===== config.mk =====
export PLATFORM = sky130hd
export DESIGN_NAME = hrg_front
export DESIGN_NICKNAME = d
export VERILOG_FILES = /design/src/rtl/hysteresis_region_grow_macros.svh /design/src/rtl/hrg_pkg.sv /design/src/rtl/hrg_front.sv
export SDC_FILE = /design/constraint.sdc
export NUM_CORES = 1
export LEC_CHECK = 0
export BUFFER_PORTS_ARGS = -buffer_cell sky130_fd_sc_hd__buf_2
export CORE_MARGIN = 3
export CORE_UTILIZATION = 45
export DETAILED_ROUTE_END_ITERATION = 10
export GPL_ROUTABILITY_DRIVEN = 1
export PLACE_DENSITY = 0.7
export SLEW_MARGIN = 30
export SYNTH_ARGS = -nofsm -noshare
export SYNTH_HDL_FRONTEND = slang
export SYNTH_SLANG_ARGS = --single-unit
export TNS_END_PERCENT = 1

===== constraint.sdc =====
create_clock -name clk -period 9.3 [get_ports clk]
set_input_delay 0.465 -clock clk [delete_from_list [all_inputs] [get_ports clk]]
set_output_delay 0.465 -clock clk [all_outputs]
set_load 0.05 [all_outputs]

===== src/rtl/hysteresis_region_grow_macros.svh =====
// ---------------------------------------------------------------------------
// Assertion macros for the hysteresis region grow block
// ---------------------------------------------------------------------------
`ifndef HYSTERESIS_REGION_GROW_MACROS_SVH
`define HYSTERESIS_REGION_GROW_MACROS_SVH
`ifndef NO_ASSERTIONS
`define HRG_ASSERT_IMP(lbl, ante, cons, msg) \
  lbl: assert property (@(posedge clk) disable iff (!rst_n) (ante) |-> (cons)) \
    else $error(msg);
`define HRG_ASSERT_NXT(lbl, ante, cons, msg) \
  lbl: assert property (@(posedge clk) disable iff (!rst_n) (ante) |=> (cons)) \
    else $error(msg);
`else
`define HRG_ASSERT_IMP(lbl, ante, cons, msg)
`define HRG_ASSERT_NXT(lbl, ante, cons, msg)
`endif
`endif


===== src/rtl/hrg_pkg.sv =====
// ---------------------------------------------------------------------------
// hrg_pkg
// Types, codes and constants shared by the region grow block.
// ---------------------------------------------------------------------------
`default_nettype none
package hrg_pkg;

  localparam int DEF_MAX_WIDTH  = 512;
  localparam int DEF_MAX_HEIGHT = 512;
  localparam int EW             = 13;   // covers coordinates up to 4096

  localparam logic [7:0] LOW_RESET    = 8'd85;
  localparam logic [7:0] HIGH_RESET   = 8'd135;
  localparam logic [9:0] WIDTH_RESET  = 10'd512;
  localparam logic [9:0] HEIGHT_RESET = 10'd512;

  localparam logic [1:0] REG_LOW    = 2'd0;
  localparam logic [1:0] REG_HIGH   = 2'd1;
  localparam logic [1:0] REG_WIDTH  = 2'd2;
  localparam logic [1:0] REG_HEIGHT = 2'd3;

  localparam logic OP_LOAD = 1'b0;
  localparam logic OP_READ = 1'b1;

  localparam logic [1:0] CLS_BG     = 2'd0;
  localparam logic [1:0] CLS_WEAK   = 2'd1;
  localparam logic [1:0] CLS_STRONG = 2'd2;

  // neighbour offset codes
  localparam logic [1:0] D_NEG  = 2'd0;
  localparam logic [1:0] D_ZERO = 2'd1;
  localparam logic [1:0] D_POS  = 2'd2;
  localparam logic [2:0] NBR_LAST = 3'd7;

  typedef struct packed {
    logic        operation;
    logic [17:0] pixel_index;
    logic [7:0]  blue_sample;
    logic        last_pixel;
  } in_item_t;

  typedef struct packed {
    logic [1:0]  pixel_class;
    logic [18:0] grown_count;
    logic        growth_done;
  } out_item_t;

  typedef struct packed {
    logic        op;
    logic [17:0] idx;
    logic [1:0]  cls;
    logic        in_range;
    logic        last;
  } cmd_t;

  typedef struct packed {
    logic [9:0] w;
    logic [9:0] h;
  } dims_t;

  function automatic logic [1:0] nbr_dr(input logic [2:0] k);
    logic [1:0] d;
    case (k)
      3'd0, 3'd1, 3'd2: d = D_NEG;
      3'd3, 3'd4:       d = D_ZERO;
      default:          d = D_POS;
    endcase
    return d;
  endfunction

  function automatic logic [1:0] nbr_dc(input logic [2:0] k);
    logic [1:0] d;
    case (k)
      3'd0, 3'd3, 3'd5: d = D_NEG;
      3'd1, 3'd6:       d = D_ZERO;
      default:          d = D_POS;
    endcase
    return d;
  endfunction

endpackage
`default_nettype wire


===== src/rtl/hrg_front.sv =====
// ---------------------------------------------------------------------------
// hrg_front
// Config registers, sample classification and a two-entry command queue.
// ---------------------------------------------------------------------------
`default_nettype none
module hrg_front
  import hrg_pkg::*;
#(
  parameter int MAX_WIDTH  = DEF_MAX_WIDTH,
  parameter int MAX_HEIGHT = DEF_MAX_HEIGHT
) (
  input  wire logic       clk,
  input  wire logic       rst_n,
  input  wire logic       start,
  output logic            busy,
  input  wire in_item_t   in_data,
  input  wire logic       cfg_we,
  input  wire logic [1:0] cfg_index,
  input  wire logic [9:0] cfg_wdata,
  output dims_t           dims,
  output logic            cmd_valid,
  output cmd_t            cmd,
  input  wire logic       cmd_pop
);
  logic [7:0] low_r, high_r;
  logic [9:0] width_r, height_r;
  logic [19:0] total;
  cmd_t       new_cmd;
  cmd_t       fifo_r [2];
  logic       wr_ptr_r, rd_ptr_r;
  logic [1:0] cnt_r;
  logic       push;

  always_ff @(posedge clk) begin
    if (!rst_n) begin
      low_r    <= LOW_RESET;
      high_r   <= HIGH_RESET;
      width_r  <= WIDTH_RESET;
      height_r <= HEIGHT_RESET;
    end else if (cfg_we) begin
      unique case (cfg_index)
        REG_LOW:    low_r    <= cfg_wdata[7:0];
        REG_HIGH:   high_r   <= cfg_wdata[7:0];
        REG_WIDTH:  width_r  <= cfg_wdata;
        REG_HEIGHT: height_r <= cfg_wdata;
        default: ;
      endcase
    end
  end

  // saturate dimensions to 1..MAX
  always_comb begin
    if (width_r == 10'd0) dims.w = 10'd1;
    else if (EW'(width_r) > EW'(MAX_WIDTH)) dims.w = 10'(MAX_WIDTH);
    else dims.w = width_r;
    if (height_r == 10'd0) dims.h = 10'd1;
    else if (EW'(height_r) > EW'(MAX_HEIGHT)) dims.h = 10'(MAX_HEIGHT);
    else dims.h = height_r;
  end

  assign total = 20'(dims.w) * 20'(dims.h);

  always_comb begin
    new_cmd.op       = in_data.operation;
    new_cmd.idx      = in_data.pixel_index;
    new_cmd.last     = in_data.last_pixel;
    new_cmd.in_range = 20'(in_data.pixel_index) < total;
    if (in_data.blue_sample < low_r) new_cmd.cls = CLS_BG;
    else if (in_data.blue_sample > high_r) new_cmd.cls = CLS_STRONG;
    else new_cmd.cls = CLS_WEAK;
  end

  assign busy      = (cnt_r == 2'd2);
  assign push      = start && !busy;
  assign cmd_valid = (cnt_r != 2'd0);
  assign cmd       = fifo_r[rd_ptr_r];

  always_ff @(posedge clk) begin
    if (push) begin
      fifo_r[wr_ptr_r] <= new_cmd;
    end
  end

  always_ff @(posedge clk) begin
    if (!rst_n) begin
      wr_ptr_r <= 1'b0;
      rd_ptr_r <= 1'b0;
      cnt_r    <= 2'd0;
    end else begin
      if (push) wr_ptr_r <= !wr_ptr_r;
      if (cmd_pop) rd_ptr_r <= !rd_ptr_r;
      cnt_r <= cnt_r + 2'(push) - 2'(cmd_pop);
    end
  end
endmodule
`default_nettype wire


==> results of run 1 <==
==> layout make-up <==
| class | count | share of cell area |
|---|---|---|
| Tap cell | 216 | 0.0328 |
| Clock buffer | 12 | 0.0287 |
| Multi-Input combinational cell | 554 | 0.563 |
| Clock inverter | 4 | 0.00273 |
| Timing Repair Buffer | 91 | 0.0559 |
| Sequential cell | 87 | 0.267 |
| Inverter | 110 | 0.0501 |
==> routing by layer <==
layer  wire length, um  track usage  vias up  part of all wire
met1              7130        0.247     2595              0.44
met4               403       0.0657        0             0.025
li1                  -            -     2687                 -
met5                 0            0        -                 0
met2              7770        0.320      157              0.47
met3              1060       0.0427       32             0.065
==> critical path: cells and delay by family (launching register included) <==
family	cells	cell delay, ns
adders and majority gates	7	3.04
AOI/OAI and AO/OA	7	1.55
and+or+nand+nor	7	1.16
DFF	1	0.80
buffers and inverters	6	0.54
xor gates and xnor gates	1	0.08
==> cells in the final DEF (no fill, tap or decap), types with 2 or more instances in the layout <==
cell type and instances:
sky130_fd_sc_hd__xor2_1 11, sky130_fd_sc_hd__ha_1 89, sky130_fd_sc_hd__nor4_1 5, sky130_fd_sc_hd__fa_1 62, sky130_fd_sc_hd__nor2b_1 15, sky130_fd_sc_hd__a21oi_2 2, sky130_fd_sc_hd__a21o_1 7, sky130_fd_sc_hd__o21a_1 6
sky130_fd_sc_hd__nor3_1 4, sky130_fd_sc_hd__nand2_1 105, sky130_fd_sc_hd__a211oi_1 2, sky130_fd_sc_hd__or2_1 2, sky130_fd_sc_hd__or2_2 3, sky130_fd_sc_hd__buf_2 89, sky130_fd_sc_hd__nand3_1 7, sky130_fd_sc_hd__o21ai_0 18
sky130_fd_sc_hd__edfxtp_1 46, sky130_fd_sc_hd__a31oi_1 3, sky130_fd_sc_hd__a21oi_1 26, sky130_fd_sc_hd__nand2b_1 20, sky130_fd_sc_hd__and3_1 3, sky130_fd_sc_hd__mux2i_1 6, sky130_fd_sc_hd__and2_1 16, sky130_fd_sc_hd__clkbuf_1 3
sky130_fd_sc_hd__mux2_2 23, sky130_fd_sc_hd__clkbuf_16 9, sky130_fd_sc_hd__nor2_1 69, sky130_fd_sc_hd__dfxtp_1 40, sky130_fd_sc_hd__xnor2_1 7, sky130_fd_sc_hd__buf_4 2, sky130_fd_sc_hd__clkinv_1 6, sky130_fd_sc_hd__o211ai_1 4
sky130_fd_sc_hd__a21boi_0 19, sky130_fd_sc_hd__inv_1 105, sky130_fd_sc_hd__nand4_1 4, sky130_fd_sc_hd__clkinv_2 2
==> power breakdown <==
part	switching [mW]	internal, mW	total, mW
clock network	0.136	0.180	0.316
logic	0.159	0.0748	0.234
registers	0.0174	0.447	0.465
==> metrics by stage <==
stage | area [sq um] | hold slack (ns)
2_1_floorplan | 7340 | 0.436
3_3_place_gp | 7980 | 0.457
3_5_place_dp | 7980 | 0.455
4_1_cts | 8240 | 0.301
5_1_grt | 8240 | 0.304
6_report | 8240 | 0.318
==> registers in the layout (all words and copies together), names as in the netlist, named ones only <==
| name | cells |
|---|---|
| low_r | 8 |
| width_r | 10 |
| rd_ptr_r | 1 |
| high_r | 8 |
| wr_ptr_r | 1 |
| cnt_r | 2 |
| fifo_r | 46 |
| height_r | 10 |
==> worst paths after layout <==
path | endpoint
hold / removal | fifo_r[0][22]
hold reg to reg | low_r[0]
setup reg to reg | fifo_r[0][1]
setup / recovery | fifo_r[0][1]
==> kinds of logic after synthesis <==
kind of cell,after synthesis,synth area share
adders and majority gates,151,0.321
buffers and inverters,133,0.0684
DFF,87,0.300
muxes,29,0.0435
and+or+nand+nor,258,0.159
xor gates and xnor gates,18,0.0215
AOI/OAI and AO/OA,98,0.0868
==> results.sh, run 1 <==
export IMPL_relSlewSlack=0.506
export IMPL_rows=46
export IMPL_layoutNonFillerInstCount=1074
export IMPL_postLayoutCoreUtil=0.517
export IMPL_synth_area_sq_um=7340
export IMPL_finalWorstSetupSlack_ns=1.89
export IMPL_grtUsageTotal=0.191
export IMPL_insertion_delay_ns=0.34
export IMPL_yosys_cell_types_count=48
export IMPL_vias_per_cell=5.09
export IMPL_yosys_top_cells_area="sky130_fd_sc_hd__edfxtp_1 19%, sky130_fd_sc_hd__fa_1 17%, sky130_fd_sc_hd__ha_1 15%"
export IMPL_final_min_period_over_clock_period=0.797
export IMPL_grt_start_max_net_pins=42
export IMPL_max_vdd_ir_drop_v=0.000107
export IMPL_rsz0062_at_grt="false"
export IMPL_mean_instance_size_in_the_synthesized_netlist_sq_um=9.48
export IMPL_port_buffer_count=89
export IMPL_period_minus_slack_ns=7.41
export IMPL_first_global_vias=5608
export IMPL_post_route_drc_count=0
export IMPL_avgRoutedWirePerCell_um=15.2
export IMPL_antenna_found_initial=0
export IMPL_dp_worst_setup_slack_ns=1.94
export IMPL_multi_input_area_sq_um=4640
export IMPL_hold_viol_final=0
export IMPL_floorplan_initialDensity=0.460
export IMPL_timing_setup_tns_ns=0
export IMPL_finalSetupViolations=0
export IMPL_synth_top_cells_by_count="105 x sky130_fd_sc_hd__inv_1, 105 x sky130_fd_sc_hd__nand2_1, 89 x sky130_fd_sc_hd__ha_1"
export IMPL_worstSetupStartpointType="register"
export IMPL_post_cts_setup_buffers=0
export IMPL_htree_depth=3
export IMPL_die_height_um=134
export IMPL_critical_path_max_stage_delay_ns=0.80
export IMPL_grt_first_pass_wirelength_um=27400
export IMPL_cts_tree="yes"
export IMPL_synth_async_sr_flop_share=0
export IMPL_ff_latch_area_sq_um=2200
export IMPL_postSynthCellCount=774
export IMPL_timing_critical_path_slowest_stage_cell="sky130_fd_sc_hd__dfxtp_1"
export IMPL_core_region_area_sq_um=15900
export IMPL_crit_top_cell="sky130_fd_sc_hd__inv_1"
export IMPL_achievable_freq_mhz=135
export IMPL_synth_edf_count=46
export IMPL_static_leakage_power_nw=3.97
export IMPL_timing_hold_worst_path_depth=1
export IMPL_area_fraction_of_the_dominant_cell_type_after_synthesis=0.188
export IMPL_clock_tree_root_driver_cell="sky130_fd_sc_hd__clkbuf_16"
export IMPL_critical_path_reg2reg_startpoint="width_r[9]"
export IMPL_design_portCount=90
export IMPL_reg2reg_slack_ns=1.89
export IMPL_worst_ep_arrival_ns=7.48
export IMPL_share_of_layout_cells_above_drive_strength_1=0.157
export IMPL_design_die_area_sq_um=17900
export IMPL_routabilityCongestion=0.996
export IMPL_ff2ff_path_depth=28
export IMPL_cts_repair_resize_count=0
export IMPL_die_width_um=134
export IMPL_holdCritPathClass="input pin to register"
export IMPL_antenna_left=0
export IMPL_maxSlewViolCount=0
export IMPL_yosys_warnings=0
export IMPL_grt_overflow_total=0
export IMPL_syn_to_final_growth_pct=12.3
export IMPL_crit_path_max_fanout=21
export IMPL_firstDrtPassIters=6
export IMPL_status="finished clean"
export IMPL_tritoncts_num_buffers=9
export IMPL_final_nets=1049
export IMPL_post_dp_hpwl_um=13400
export IMPL_timing_hold_worst_start="in_data[27]"
export IMPL_maxCapViolations=0
export IMPL_total_power_consumption_of_the_routed_design_mw=1.01
export IMPL_required_ns=9.37
export IMPL_dr_total_vias=5471
export IMPL_drt_total_wl_um=16400
export IMPL_synth_seq_area_share=0.300
export IMPL_synth_top_area_cell="sky130_fd_sc_hd__edfxtp_1"
export IMPL_cts_sinks=87
export IMPL_synth_nets=970
export IMPL_fillers=1526
export IMPL_tightestPinTransition_ns=0.739
export IMPL_cts_clk_slew_worst_paths_ns=0.06
export IMPL_cp_startpoint="width_r[9]"
export IMPL_clock_tree_buffer_depth=2
export IMPL_synth_top_flop_cell="sky130_fd_sc_hd__edfxtp_1"
export IMPL_worstSetupEndpointType="register"
export IMPL_power_density_nw_per_um2=123
export IMPL_worstSetupPathType="register to register"
export IMPL_drtIter0Drc=383
export IMPL_antenna_cells_inserted=0
export IMPL_fin_worst_skew_ns=0.00748
export IMPL_placedCellCount=1058
export IMPL_synth_seq_cells=87
export IMPL_cts_hold_repair_buffers=0
No activity file was read; power rests on OpenSTA's default activity.
==> run 2, diff against run 1 <==
- PLACE_DENSITY: 0.7 -> 0.73
- clock period: 9.3 -> 6 ns (I/O delays scaled with it)
==> results.sh, run 2 (synthesized netlist as in run 1, its figures left out) <==
export IMPL_status="finished with violations"
export IMPL_violations="negative setup slack"
export IMPL_die_width_um=134
export IMPL_static_leakage_power_nw=4.49
export IMPL_syn_to_final_growth_pct=26.6
export IMPL_power_internal_mw=1.23
export IMPL_final_nets=1151
export IMPL_max_vdd_ir_drop_v=0.000142
export IMPL_layout_commonest_cell="sky130_fd_sc_hd__nand2_1"
export IMPL_worstSetupStartpointType="register"
export IMPL_antenna_found_initial=0
export IMPL_core_region_area_sq_um=15900
export IMPL_top_register_by_number_of_flip_flops="fifo_r"
export IMPL_layoutNonFillerInstCount=1176
export IMPL_power_switching_fraction=0.287
export IMPL_ff_latch_area_sq_um=2210
export IMPL_cts_tree="yes"
export IMPL_holdCritPathClass="input pin to register"
export IMPL_grtUsageTotal=0.198
export IMPL_maxCapViolations=0
export IMPL_relSlewSlack=0.592
export IMPL_insertion_delay_ns=0.34
export IMPL_grt_overflow_total=0
export IMPL_grt_first_pass_wirelength_um=28300
export IMPL_combPwrFrac=0.225
export IMPL_switchingPower_uw=495
export IMPL_vias_per_cell=4.93
export IMPL_period_minus_slack_ns=6.28
export IMPL_crit_path_max_fanout=8
export IMPL_rows=46
export IMPL_antenna_left=0
export IMPL_critical_path_max_stage_delay_ns=0.53
export IMPL_largest_register_ff_count=46
export IMPL_worstSetupEndpointType="register"
export IMPL_htree_depth=3
export IMPL_die_height_um=134
export IMPL_cts_clk_slew_worst_paths_ns=0.06
export IMPL_placedCellCount=1158
export IMPL_final_min_period_over_clock_period=1.05
export IMPL_tightestPinTransition_ns=0.612
export IMPL_timing_setup_tns_ns=-0.550
export IMPL_timing_critical_path_slowest_stage_cell="sky130_fd_sc_hd__fa_1"
export IMPL_firstDrtPassIters=6
export IMPL_drt_total_wl_um=17100
export IMPL_first_global_vias=5952
export IMPL_post_route_drc_count=0
export IMPL_timing_hold_worst_start="in_data[0]"
export IMPL_floorplan_initialDensity=0.460
export IMPL_fillers=1387
export IMPL_port_buffer_count=89
export IMPL_routabilityCongestion=0.880
export IMPL_maxSlewViolCount=0
export IMPL_finalWorstSetupSlack_ns=-0.275
export IMPL_hold_viol_final=0
export IMPL_critical_path_reg2reg_startpoint="width_r[9]"
export IMPL_most_common_layout_cells="104 x sky130_fd_sc_hd__nand2_1, 103 x sky130_fd_sc_hd__buf_4, 97 x sky130_fd_sc_hd__inv_1, 89 x sky130_fd_sc_hd__buf_2, 83 x sky130_fd_sc_hd__ha_1"
export IMPL_multi_input_area_sq_um=4790
export IMPL_required_ns=6.07
export IMPL_tritoncts_num_buffers=9
export IMPL_avgRoutedWirePerCell_um=14.5
export IMPL_post_dp_hpwl_um=14400
export IMPL_fin_worst_skew_ns=0.00616
export IMPL_cp_startpoint="width_r[9]"
export IMPL_finalSetupViolations=2
export IMPL_worst_ep_arrival_ns=6.35
export IMPL_clock_tree_buffer_depth=2
export IMPL_antenna_cells_inserted=0
export IMPL_clock_tree_root_driver_cell="sky130_fd_sc_hd__clkbuf_16"
export IMPL_dr_total_vias=5799
export IMPL_design_die_area_sq_um=17900
export IMPL_drtIter0Drc=235
export IMPL_layout_top_registers="fifo_r (46), height_r (10), width_r (10)"
export IMPL_power_density_nw_per_um2=185
export IMPL_worstSetupPathType="register to register"
export IMPL_power_share_sequential=0.417
export IMPL_clock_power_share=0.358
export IMPL_rsz0062_at_grt="true"
export IMPL_cts_hold_repair_buffers=0
export IMPL_achievable_freq_mhz=159
export IMPL_dp_worst_setup_slack_ns=-0.455
export IMPL_cts_sinks=87
export IMPL_total_power_consumption_of_the_routed_design_mw=1.72
export IMPL_grt_start_max_net_pins=42
export IMPL_share_of_layout_cells_above_drive_strength_1=0.291
export IMPL_design_portCount=90
[run 2: per-layer routing]
layer / GRT usage / wire (um)
met5: 0 / 0
met1: 0.246 / 7340
met3: 0.0351 / 698
met2: 0.358 / 8740
met4: 0.0491 / 271
[run 2: final cells by class]
cell class / instances / share of cell area
Multi-Input combinational cell: 554 / 0.516
Clock inverter: 7 / 0.0120
Inverter: 110 / 0.0476
Clock buffer: 9 / 0.0243
Sequential cell: 87 / 0.238
Timing Repair Buffer: 193 / 0.133
Tap cell: 216 / 0.0291
[run 2: critical path: cells and delay by family, from the launching register on]
kind | cells | cell delay (ns)
AND/OR/NAND/NOR | 7 | 0.82
AO/OA/AOI/OAI | 8 | 1.10
XOR/XNOR | 1 | 0.15
adder cells (fa/ha/maj) | 7 | 3.07
flip-flops | 1 | 0.35
buffers and inverters | 7 | 0.54
[run 2: stage by stage]
| stage | utilization | area, sq um | hold slack [ns] |
|---|---|---|---|
| 2_1_floorplan | - | 7450 | 0.399 |
| 3_3_place_gp | 0.555 | 8850 | 0.456 |
| 3_5_place_dp | 0.555 | 8850 | 0.454 |
| 4_1_cts | 0.578 | 9220 | 0.142 |
| 5_1_grt | 0.582 | 9290 | 0.137 |
| 6_report | 0.582 | 9290 | 0.159 |
[run 2: power groups by stage]
stage,Clock [mW],Combinational [mW],Sequential [mW]
2_1_floorplan,0,0.287,0.720
5_1_grt,0.658,0.418,0.725
3_5_place_dp,0,0.387,0.731
3_3_place_gp,0,0.380,0.727
6_report,0.616,0.387,0.718
4_1_cts,0.635,0.390,0.719
[run 2: worst paths after layout]
kind / to / slack (ns) / depth (start not counted)
setup / recovery: fifo_r[0][1] / -0.28 / 30
hold / removal: fifo_r[1][0] / 0.16 / 1
setup reg to reg: fifo_r[0][1] / -0.28 / 30
hold reg to reg: low_r[0] / 0.46 / 2
[run 2: repair_timing]
action,CTS,global route
pin swaps,6,7
gates resized for setup,6,10
buffers inserted,1,1
setup endpoints to repair,2,2
